<file path="config.mk">
export PLATFORM = sky130hd
export DESIGN_NAME = fixed_step_frame_timer_unit
export DESIGN_NICKNAME = d
export VERILOG_FILES = /design/src/design/fsft_pkg.sv /design/src/design/fsft_div.sv /design/src/design/fixed_step_frame_timer_unit.sv
export SDC_FILE = /design/constraint.sdc
export NUM_CORES = 2
export LEC_CHECK = 0
export ABC_AREA = 1
export BUFFER_PORTS_ARGS = -buffer_cell sky130_fd_sc_hd__buf_2
export CAP_MARGIN = 20
export CELL_PAD_IN_SITES_DETAIL_PLACEMENT = 1
export CELL_PAD_IN_SITES_GLOBAL_PLACEMENT = 2
export CORE_MARGIN = 3
export CORE_UTILIZATION = 40
export DETAILED_ROUTE_END_ITERATION = 10
export PLACE_DENSITY_LB_ADDON = 0.15
export SYNTH_ARGS = -nofsm -noshare
export SYNTH_HDL_FRONTEND = slang
export SYNTH_SLANG_ARGS = --single-unit
</file>
<file path="constraint.sdc">
create_clock -name clock -period 18.9 [get_ports clock]
set_input_delay 0 -clock clock [delete_from_list [all_inputs] [get_ports clock]]
set_output_delay 0 -clock clock [all_outputs]
set_load 0.01 [all_outputs]
</file>
<file path="src/design/fsft_pkg.sv">
// Shared types, constants and register indexes of the fixed-step frame timer.
package fsft_pkg;

   localparam int unsigned TICKS_PER_SECOND_DEF = 10000000;
   localparam int unsigned MAX_UPDATES = 64;
   localparam int unsigned UPD_W = $clog2(MAX_UPDATES);

   localparam int unsigned COUNTER_W = 64;
   localparam int unsigned STEP_W = 24;
   localparam int unsigned LEFT_W = 32;
   localparam int unsigned FRAME_W = 32;
   localparam int unsigned FREQ_W = 34;
   localparam int unsigned MAXD_W = 30;

   localparam int unsigned CSR_INDEX_W = 2;
   localparam int unsigned CSR_DATA_W = 34;
   localparam logic [CSR_INDEX_W-1:0] CSR_FIXED_STEP = 2'd0;
   localparam logic [CSR_INDEX_W-1:0] CSR_TARGET_TICKS = 2'd1;
   localparam logic [CSR_INDEX_W-1:0] CSR_COUNTER_FREQUENCY = 2'd2;
   localparam logic [CSR_INDEX_W-1:0] CSR_MAX_DELTA = 2'd3;

   localparam logic [STEP_W-1:0] TARGET_TICKS_RST = 24'd166666;
   localparam logic [FREQ_W-1:0] COUNTER_FREQUENCY_RST = 34'd10000000;
   localparam logic [MAXD_W-1:0] MAX_DELTA_RST = 30'd1000000;

   localparam int unsigned DIV_W = 64;
   localparam int unsigned DIVISOR_W = 34;
   localparam int unsigned DIV_STEPS = DIV_W;
   localparam int unsigned DIV_CNT_W = $clog2(DIV_STEPS);

   typedef struct packed {
      logic                 mode;
      logic [COUNTER_W-1:0] counter_now;
   } req_type;

   typedef struct packed {
      logic                 run_update;
      logic [STEP_W-1:0]    elapsed_ticks;
      logic [COUNTER_W-1:0] total_ticks;
      logic [FRAME_W-1:0]   frame_count;
      logic [FRAME_W-1:0]   frames_per_second;
      logic                 last;
   } rsp_type;

   typedef struct packed {
      logic                 start;
      logic [DIV_W-1:0]     dividend;
      logic [DIVISOR_W-1:0] divisor;
   } div_req_type;

   typedef struct packed {
      logic                 busy;
      logic                 done;
      logic [DIV_W-1:0]     quotient;
      logic [DIVISOR_W-1:0] remainder;
   } div_rsp_type;

endpackage

</file>
<file path="src/design/fsft_div.sv">
// Radix-2 restoring divider shared by the tick conversion and the modulo steps.
module fsft_div (
   input  logic                clock,
   input  logic                reset,
   input  fsft_pkg::div_req_type div_req,
   output fsft_pkg::div_rsp_type div_rsp
);
   import fsft_pkg::*;

   logic                 busy_ff, busy_in;
   logic                 done_ff, done_in;
   logic [DIV_CNT_W-1:0] count_ff, count_in;
   logic [DIV_W-1:0]     quot_ff, quot_in;
   logic [DIVISOR_W-1:0] rem_ff, rem_in;
   logic [DIVISOR_W-1:0] divisor_ff, divisor_in;
   logic [DIVISOR_W:0]   shifted;
   logic [DIVISOR_W+1:0] trial;

   assign shifted = {rem_ff, quot_ff[DIV_W-1]};
   assign trial = {1'b0, shifted} - {2'b00, divisor_ff};

   always_comb begin
      busy_in = busy_ff;
      done_in = 1'b0;
      count_in = count_ff;
      quot_in = quot_ff;
      rem_in = rem_ff;
      divisor_in = divisor_ff;
      if (div_req.start) begin
         busy_in = 1'b1;
         count_in = '0;
         quot_in = div_req.dividend;
         rem_in = '0;
         divisor_in = div_req.divisor;
      end else if (busy_ff) begin
         if (trial[DIVISOR_W+1]) begin
            rem_in = shifted[DIVISOR_W-1:0];
         end else begin
            rem_in = trial[DIVISOR_W-1:0];
         end
         quot_in = {quot_ff[DIV_W-2:0], ~trial[DIVISOR_W+1]};
         count_in = count_ff + 1'b1;
         if (count_ff == DIV_CNT_W'(DIV_STEPS - 1)) begin
            busy_in = 1'b0;
            done_in = 1'b1;
         end
      end
   end

   always_ff @(posedge clock) begin
      if (reset) begin
         busy_ff <= 1'b0;
         done_ff <= 1'b0;
         count_ff <= '0;
      end else begin
         busy_ff <= busy_in;
         done_ff <= done_in;
         count_ff <= count_in;
      end
      quot_ff <= quot_in;
      rem_ff <= rem_in;
      divisor_ff <= divisor_in;
   end

   assign div_rsp.busy = busy_ff;
   assign div_rsp.done = done_ff;
   assign div_rsp.quotient = quot_ff;
   assign div_rsp.remainder = rem_ff;

endmodule

</file>
<file path="src/design/fixed_step_frame_timer_unit.sv">
// Fixed-step frame timer: one transaction at a time through a shared 64-step divider.
// A reset-timing transaction goes from idle to the status state, which loads its status result.
// A tick multiplies its clamped counter difference and divides it to ticks before its
// first result, then gives one update step per cycle while the output is not stalled;
// a leftover modulo and a second-counter modulo through the divider follow when needed.
// Synchronous reset clears the timing state and loads the register defaults.
module fixed_step_frame_timer_unit #(
   parameter int unsigned TICKS_PER_SECOND = fsft_pkg::TICKS_PER_SECOND_DEF
) (
   input  logic                                clock,
   input  logic                                reset,
   input  logic                                req_valid,
   output logic                                req_ready,
   input  fsft_pkg::req_type                   req_data,
   output logic                                rsp_valid,
   input  logic                                rsp_ready,
   output fsft_pkg::rsp_type                   rsp_data,
   input  logic                                csr_valid,
   output logic                                csr_ready,
   input  logic [fsft_pkg::CSR_INDEX_W-1:0]    csr_index,
   input  logic [fsft_pkg::CSR_DATA_W-1:0]     csr_data
);
   import fsft_pkg::*;

   localparam int unsigned TPS_W = $clog2(TICKS_PER_SECOND + 1);
   localparam int unsigned PROD_W = MAXD_W + TPS_W;
   localparam logic [TPS_W-1:0] TPS = TPS_W'(TICKS_PER_SECOND);
   localparam logic [STEP_W:0] SNAP_WIN = (STEP_W + 1)'(TICKS_PER_SECOND / 4000);

   localparam int unsigned ST_W = 4;
   localparam logic [ST_W-1:0] ST_IDLE = 4'd0;
   localparam logic [ST_W-1:0] ST_MUL = 4'd1;
   localparam logic [ST_W-1:0] ST_CONV = 4'd2;
   localparam logic [ST_W-1:0] ST_SNAP = 4'd3;
   localparam logic [ST_W-1:0] ST_EMIT = 4'd4;
   localparam logic [ST_W-1:0] ST_LCHK = 4'd5;
   localparam logic [ST_W-1:0] ST_LMOD = 4'd6;
   localparam logic [ST_W-1:0] ST_LATCH = 4'd7;
   localparam logic [ST_W-1:0] ST_SMOD = 4'd8;
   localparam logic [ST_W-1:0] ST_STATUS = 4'd9;

   logic [ST_W-1:0]      state_ff, state_in;
   logic                 fixed_ff, fixed_in;
   logic [STEP_W-1:0]    target_ff, target_in;
   logic [FREQ_W-1:0]    freq_ff, freq_in;
   logic [MAXD_W-1:0]    maxd_ff, maxd_in;

   logic [COUNTER_W-1:0] last_counter_ff, last_counter_in;
   logic [COUNTER_W-1:0] second_ff, second_in;
   logic [LEFT_W-1:0]    leftover_ff, leftover_in;
   logic [STEP_W-1:0]    step_ff, step_in;
   logic [COUNTER_W-1:0] sum_ff, sum_in;
   logic [FRAME_W-1:0]   frames_ff, frames_in;
   logic [FRAME_W-1:0]   fts_ff, fts_in;
   logic [FRAME_W-1:0]   rate_ff, rate_in;

   logic [MAXD_W-1:0]    diff_ff, diff_in;
   logic [STEP_W-1:0]    delta_ff, delta_in;
   logic [UPD_W-1:0]     upd_ff, upd_in;
   logic                 any_ff, any_in;

   logic                 rsp_valid_ff, rsp_valid_in;
   rsp_type              rsp_ff, rsp_in;
   logic                 rsp_load;

   div_req_type          div_req;
   div_rsp_type          div_rsp;

   logic [STEP_W-1:0]    target_eff;
   logic [FREQ_W-1:0]    freq_eff;
   logic [COUNTER_W-1:0] raw_diff;
   logic [PROD_W-1:0]    prod;
   logic [STEP_W:0]      snap_diff;
   logic [STEP_W:0]      snap_abs;
   logic [STEP_W-1:0]    delta_snap;
   logic [LEFT_W-1:0]    left_sub;
   logic                 left_ge;
   logic                 sub_ge;
   logic                 out_free;
   logic [FRAME_W-1:0]   fts_next;

   fsft_div u_div (
      .clock   (clock),
      .reset   (reset),
      .div_req (div_req),
      .div_rsp (div_rsp)
   );

   assign target_eff = (target_ff == '0) ? STEP_W'(1) : target_ff;
   assign freq_eff = (freq_ff == '0) ? FREQ_W'(1) : freq_ff;
   assign raw_diff = req_data.counter_now - last_counter_ff;
   assign prod = PROD_W'(diff_ff) * PROD_W'(TPS);
   assign snap_diff = {1'b0, delta_ff} - {1'b0, target_eff};
   assign snap_abs = snap_diff[STEP_W] ? (~snap_diff + 1'b1) : snap_diff;
   assign delta_snap = (snap_abs < SNAP_WIN) ? target_eff : delta_ff;
   assign left_ge = leftover_ff >= LEFT_W'(target_eff);
   assign left_sub = leftover_ff - LEFT_W'(target_eff);
   assign sub_ge = left_sub >= LEFT_W'(target_eff);
   assign out_free = !rsp_valid_ff || rsp_ready;
   assign fts_next = fts_ff + FRAME_W'(any_ff);

   assign req_ready = (state_ff == ST_IDLE);
   assign csr_ready = 1'b1;
   assign rsp_valid = rsp_valid_ff;
   assign rsp_data = rsp_ff;

   always_comb begin
      state_in = state_ff;
      fixed_in = fixed_ff;
      target_in = target_ff;
      freq_in = freq_ff;
      maxd_in = maxd_ff;
      last_counter_in = last_counter_ff;
      second_in = second_ff;
      leftover_in = leftover_ff;
      step_in = step_ff;
      sum_in = sum_ff;
      frames_in = frames_ff;
      fts_in = fts_ff;
      rate_in = rate_ff;
      diff_in = diff_ff;
      delta_in = delta_ff;
      upd_in = upd_ff;
      any_in = any_ff;
      rsp_load = 1'b0;
      rsp_in = rsp_ff;
      div_req.start = 1'b0;
      div_req.dividend = '0;
      div_req.divisor = freq_eff;

      if (csr_valid) begin
         case (csr_index)
            CSR_FIXED_STEP:        fixed_in = csr_data[0];
            CSR_TARGET_TICKS:      target_in = csr_data[STEP_W-1:0];
            CSR_COUNTER_FREQUENCY: freq_in = csr_data[FREQ_W-1:0];
            CSR_MAX_DELTA:         maxd_in = csr_data[MAXD_W-1:0];
            default:               fixed_in = fixed_ff;
         endcase
      end

      case (state_ff)
         ST_IDLE: begin
            if (req_valid) begin
               last_counter_in = req_data.counter_now;
               if (req_data.mode) begin
                  leftover_in = '0;
                  rate_in = '0;
                  fts_in = '0;
                  second_in = '0;
                  state_in = ST_STATUS;
               end else begin
                  second_in = second_ff + raw_diff;
                  if (raw_diff > COUNTER_W'(maxd_ff)) begin
                     diff_in = maxd_ff;
                  end else begin
                     diff_in = raw_diff[MAXD_W-1:0];
                  end
                  upd_in = '0;
                  any_in = 1'b0;
                  state_in = ST_MUL;
               end
            end
         end
         ST_MUL: begin
            div_req.start = 1'b1;
            div_req.dividend = DIV_W'(prod);
            state_in = ST_CONV;
         end
         ST_CONV: begin
            if (div_rsp.done) begin
               if (div_rsp.quotient[DIV_W-1:STEP_W] != '0) begin
                  delta_in = '1;
               end else begin
                  delta_in = div_rsp.quotient[STEP_W-1:0];
               end
               state_in = ST_SNAP;
            end
         end
         ST_SNAP: begin
            if (fixed_ff) begin
               delta_in = delta_snap;
               leftover_in = leftover_ff + LEFT_W'(delta_snap);
            end
            state_in = ST_EMIT;
         end
         ST_EMIT: begin
            if (fixed_ff) begin
               if (!left_ge) begin
                  state_in = ST_LCHK;
               end else if (out_free) begin
                  step_in = target_eff;
                  sum_in = sum_ff + COUNTER_W'(target_eff);
                  leftover_in = left_sub;
                  frames_in = frames_ff + 1'b1;
                  upd_in = upd_ff + 1'b1;
                  any_in = 1'b1;
                  rsp_load = 1'b1;
                  rsp_in.run_update = 1'b1;
                  rsp_in.elapsed_ticks = target_eff;
                  rsp_in.total_ticks = sum_in;
                  rsp_in.frame_count = frames_in;
                  rsp_in.frames_per_second = rate_ff;
                  rsp_in.last = !sub_ge || (upd_ff == UPD_W'(MAX_UPDATES - 1));
                  if (rsp_in.last) begin
                     state_in = ST_LCHK;
                  end
               end
            end else if (out_free) begin
               step_in = delta_ff;
               sum_in = sum_ff + COUNTER_W'(delta_ff);
               leftover_in = '0;
               frames_in = frames_ff + 1'b1;
               any_in = 1'b1;
               rsp_load = 1'b1;
               rsp_in.run_update = 1'b1;
               rsp_in.elapsed_ticks = delta_ff;
               rsp_in.total_ticks = sum_in;
               rsp_in.frame_count = frames_in;
               rsp_in.frames_per_second = rate_ff;
               rsp_in.last = 1'b1;
               state_in = ST_LCHK;
            end
         end
         ST_LCHK: begin
            if (left_ge) begin
               div_req.start = 1'b1;
               div_req.dividend = DIV_W'(leftover_ff);
               div_req.divisor = DIVISOR_W'(target_eff);
               state_in = ST_LMOD;
            end else begin
               state_in = ST_LATCH;
            end
         end
         ST_LMOD: begin
            if (div_rsp.done) begin
               leftover_in = div_rsp.remainder[LEFT_W-1:0];
               state_in = ST_LATCH;
            end
         end
         ST_LATCH: begin
            if (second_ff >= COUNTER_W'(freq_eff)) begin
               rate_in = fts_next;
               fts_in = '0;
               div_req.start = 1'b1;
               div_req.dividend = second_ff;
               state_in = ST_SMOD;
            end else begin
               fts_in = fts_next;
               state_in = any_ff ? ST_IDLE : ST_STATUS;
            end
         end
         ST_SMOD: begin
            if (div_rsp.done) begin
               second_in = COUNTER_W'(div_rsp.remainder);
               state_in = any_ff ? ST_IDLE : ST_STATUS;
            end
         end
         ST_STATUS: begin
            if (out_free) begin
               rsp_load = 1'b1;
               rsp_in.run_update = 1'b0;
               rsp_in.elapsed_ticks = step_ff;
               rsp_in.total_ticks = sum_ff;
               rsp_in.frame_count = frames_ff;
               rsp_in.frames_per_second = rate_ff;
               rsp_in.last = 1'b1;
               state_in = ST_IDLE;
            end
         end
         default: begin
            state_in = ST_IDLE;
         end
      endcase

      if (rsp_load) begin
         rsp_valid_in = 1'b1;
      end else if (rsp_ready) begin
         rsp_valid_in = 1'b0;
      end else begin
         rsp_valid_in = rsp_valid_ff;
      end
   end

   always_ff @(posedge clock) begin
      if (reset) begin
         state_ff <= ST_IDLE;
         fixed_ff <= 1'b0;
         target_ff <= TARGET_TICKS_RST;
         freq_ff <= COUNTER_FREQUENCY_RST;
         maxd_ff <= MAX_DELTA_RST;
         last_counter_ff <= '0;
         second_ff <= '0;
         leftover_ff <= '0;
         step_ff <= '0;
         sum_ff <= '0;
         frames_ff <= '0;
         fts_ff <= '0;
         rate_ff <= '0;
         upd_ff <= '0;
         any_ff <= 1'b0;
         rsp_valid_ff <= 1'b0;
      end else begin
         state_ff <= state_in;
         fixed_ff <= fixed_in;
         target_ff <= target_in;
         freq_ff <= freq_in;
         maxd_ff <= maxd_in;
         last_counter_ff <= last_counter_in;
         second_ff <= second_in;
         leftover_ff <= leftover_in;
         step_ff <= step_in;
         sum_ff <= sum_in;
         frames_ff <= frames_in;
         fts_ff <= fts_in;
         rate_ff <= rate_in;
         upd_ff <= upd_in;
         any_ff <= any_in;
         rsp_valid_ff <= rsp_valid_in;
      end
      diff_ff <= diff_in;
      delta_ff <= delta_in;
      rsp_ff <= rsp_in;
   end

   // A status result always closes its transaction.
   assert property (@(posedge clock) disable iff (reset)
      rsp_valid_ff && !rsp_ff.run_update |-> rsp_ff.last)
      else $error("status result without last");

   // The divider is idle whenever a new transaction may be accepted.
   assert property (@(posedge clock) disable iff (reset)
      req_ready |-> !div_rsp.busy && !div_rsp.done)
      else $error("divider active while idle");

   // Divider results only arrive while the sequencer waits for them.
   assert property (@(posedge clock) disable iff (reset)
      div_rsp.done |-> (state_ff == ST_CONV || state_ff == ST_LMOD || state_ff == ST_SMOD))
      else $error("unexpected divider result");

   // An accepted tick always starts the conversion in the next cycle.
   assert property (@(posedge clock) disable iff (reset)
      req_valid && req_ready && !req_data.mode |=> div_req.start && state_ff == ST_MUL)
      else $error("tick did not start conversion");

endmodule
</file>
==> flow_results.org <==
** Timing
- Worst-case hold slack :: 0.111 ns
- Timing would allow up to 0.124 GHz.
- Final setup viols :: 0
- Setup TNS after final layout :: 0 ns
- Final number of hold-violating endpoints :: 0
- The worst path needs 8.05 ns of the cycle, external delays included.
- RSZ-0062 raised after global routing :: no
- At the pin with the least slew margin, the transition time is 1.14 ns.
- Clock skew after layout :: 0.0454 ns
- Number of pins with negative max-slew slack in the final report :: 0
- Period Utilization, post-route :: 0.426
- In this run the tightest slew margin relative to its limit is 0.233.

** Worst hold path
- The tightest min-delay check is of the in -> reg type.

** Synth
- Post-synthesis cell count :: 9,290
- For this run, the leading register cell type out of synthesis is dfxtp_1.
- The number of different library cells used by synthesis comes to 70.
- Area of the mapped netlist :: 65,600 um2
- The share of the Yosys chip area taken by registers is 0.289.
- For this run, the number of Yosys warnings is 0.
- The number of nets handed over by synthesis was 10,200.
- Counting flops with a built-in enable in the synthesized netlist gives 306.
- Fraction of synthesis flops using an asynchronous set or reset pin :: 0
- Counting flops and latches in the post-synthesis netlist gives 793.
- Mean area per synthesized cell :: 7.06 um2

** Floorplanning
- The initial utilization of the core area, before any placement, comes to 0.406.
- Measured along the x axis, the die boundary spans 411 um.
- Die span in y :: 411 um
- After floorplanning, the core was divided into 147 placement rows.
- The floorplan step defined a die boundary enclosing 169,000 um2.
- In this run the count of I/O pins placed on the die edge is 263.
- Core ar. :: 162,000 um2

** Placed design
- During placement, the flow inserted port buffers numbering 261.
- The HPWL after detailed placement is 231 mm.
- Placed instance count :: 11,500
- At the end of routability-driven placement, the weighted congestion stood at 0.981.
- Total placed instance area :: 69,000 um2

** Setup path
- Among all stages on the critical path, the largest delay is contributed by o21ai_0.
- Kind of start point of the critical path :: flip-flop
- STA puts the critical path data arrival time at 8.63 ns.
- Highest cell delay on the worst timing path :: 0.70 ns
- The worst setup path is captured at a flip-flop.
- Required @ worst endpoint :: 19.48 ns
- Critical path peak fanout :: 24
- Category of the most critical setup path :: reg -> reg

** Routing
- Initial DRC count :: 4,617
- In this run the top signal layer used is met4.
- Wire length the detailed router placed on met1 :: 126 mm
- After detailed routing, the number of vias per cell comes to 5.59.
- Drt total wl :: 287 mm
- Routed wl met2 :: 134 mm
- Detailed-route via count :: 66,000
- The count of nets left with antenna violations once routing finished came out at 0.
- Met3 wirelength from detailed routing :: 14.4 mm
- In the final routed layout, each cell accounts on average for 24.3 um.
- The first detailed-routing pass took 5 iterations.
- DRC Markers :: 0

** Global routing
- Number of global-route vias before repair :: 67,100
- Global routing finished with a remaining overflow of 0.
- In the global route stage, overall resource usage came out at 0.334.
- Antenna violations before repair :: 12
- The first global-routing pass estimated 430 mm of wire.
- Pin count of the biggest net entering global routing :: 141

** Layout
- Measured on the finished design, the core utilization comes to 0.457.
- With fillers left out, the area of the finished cells amounts to 73,800 um2.
- In the final layout, the multi-input gates occupy 40,300 um2.
- The top cell types in the final layout, fill and taps aside, are 1,929 x nand2_1, 1,382 x inv_1, 947 x a21oi_1.
- After filler insertion, the fill cell instance count of the layout stands at 20,500.
- The sequential cells in the finished layout cover a total of 18,900 um2.
- Non-filler instance count after layout :: 11,800
- The library cell used most frequently in the layout, excluding fill and tap cells, is nand2_1.
- Syn-to-layout area delta :: 12.5%
- Net count of the finished layout :: 10,400
- Share of layout cells above drive strength 1 :: 0.0654

** Clock network
- Clock-pin slew reported for the worst setup and hold paths after clock tree synthesis :: 0.06 ns
- CTS root buffer :: clkbuf_16
- Total number of H-tree levels :: 3
- For the worst-skew pair, the clock arrives at the later sink with an insertion delay of 0.77 ns.
- Number of buffers created by CTS :: 96
- TritonCTS clock tree :: built
- Clk sinks :: 793
- Counting along the longest clock path gives a buffer depth of 3.

** Run status
- Run status :: finished, final reports clean

** Power
- Power spread over the standard cell area amounts to 176 nW/um2.
- IR Drop Worst-Case VDD :: 0.238 mV
- P_leak :: 32.6 nW

** Flow run
- Max-cap violations in this run came to 0.
[kinds of logic after synthesis]
family,synth area share
flip-flops,0.289
adder cells (fa/ha/maj),0.167
other,0.0000572
buffers and inverters,0.0985
AO/OA/AOI/OAI,0.189
XOR/XNOR,0.0296
AND/OR/NAND/NOR,0.228
multiplexers,0.000153
[path summary, 6_finish.rpt]
path	to	cells after the start	from	slack [ns]
setup / recovery	leftover_ff[21]	42	target_ff[1]	10.85
hold / removal	last_counter_ff[54]	4	req_data[54]	0.11
setup reg to reg	leftover_ff[21]	42	target_ff[1]	10.85
hold reg to reg	rsp_data[12]	0	rate_ff[11]	0.43
[cells in the mapped netlist, types with 114 or more instances]
library cell  instances  area (um2)
edfxtp_1            306        9190
o21ai_0             874        4370
inv_1              1385        5200
nor3_1              133         666
xor2_1              178        1560
nand4_1             114         713
nand3_1             383        1920
nor2_1              780        2930
a21oi_1             948        4740
fa_1                160        3200
clkbuf_1            236         886
nand2_1            1933        7260
ha_1                617        7720
dfxtp_1             487        9750
[state kept, by name (all words and copies together), names as in the netlist, 30 cells and up]
signal / cells
rsp_data: 154
last_counter_ff: 64
second_ff: 64
sum_ff: 64
u_div.quot_ff: 64
freq_ff: 34
u_div.divisor_ff: 34
u_div.rem_ff: 34
frames_ff: 32
fts_ff: 32
leftover_ff: 32
rate_ff: 32
diff_ff: 30
maxd_ff: 30
[area by class of cell]
cell class	instances	area share
tap	2160	0.0366
inverter	1401	0.0714
clock inverter	52	0.0105
timing repair buffer	457	0.0432
clock buffer	128	0.0357
multi-input combinational	6810	0.546
sequential	793	0.257
antenna	6	0.000203
[critical path, delay by kind of cell (launching register included)]
kind,cells,cell delay [ns]
buffers and inverters,4,0.69
flip-flops,1,0.42
AND/OR/NAND/NOR,28,3.89
AO/OA/AOI/OAI,7,1.76
adder cells (fa/ha/maj),3,1.04
[report_power, final]
group,switching (mW),internal (mW),total (mW),leakage [nW]
Sequential,0.315,2.22,2.54,6.75
Clock,0.860,1.18,2.04,1.63
Combinational,5.71,2.69,8.40,24.2
Total,6.89,6.10,13.0,32.6
[stage by stage]
stage | power [mW] | setup WS, ns
floorplan | 8.08 | 6.33
global placement | 10.7 | 11.09
detailed placement | 10.9 | 10.99
CTS | 13.0 | 10.91
global route | 14.1 | 10.11
finish | 13.0 | 10.85
[layer usage]
layer | vias up | track usage
li1 | 31500 | -
met3 | 451 | 0.0400
met1 | 32400 | 0.435
met4 | 0 | 0.137
met2 | 1662 | 0.560
met5 | - | 0
[repair_timing]
item,in CTS,in global routing
hold endpoints to repair,191,0
hold buffers,129,0
gates resized for setup,0,0
setup buffers,0,0
Note: power is estimated with default switching activity, not from simulation.
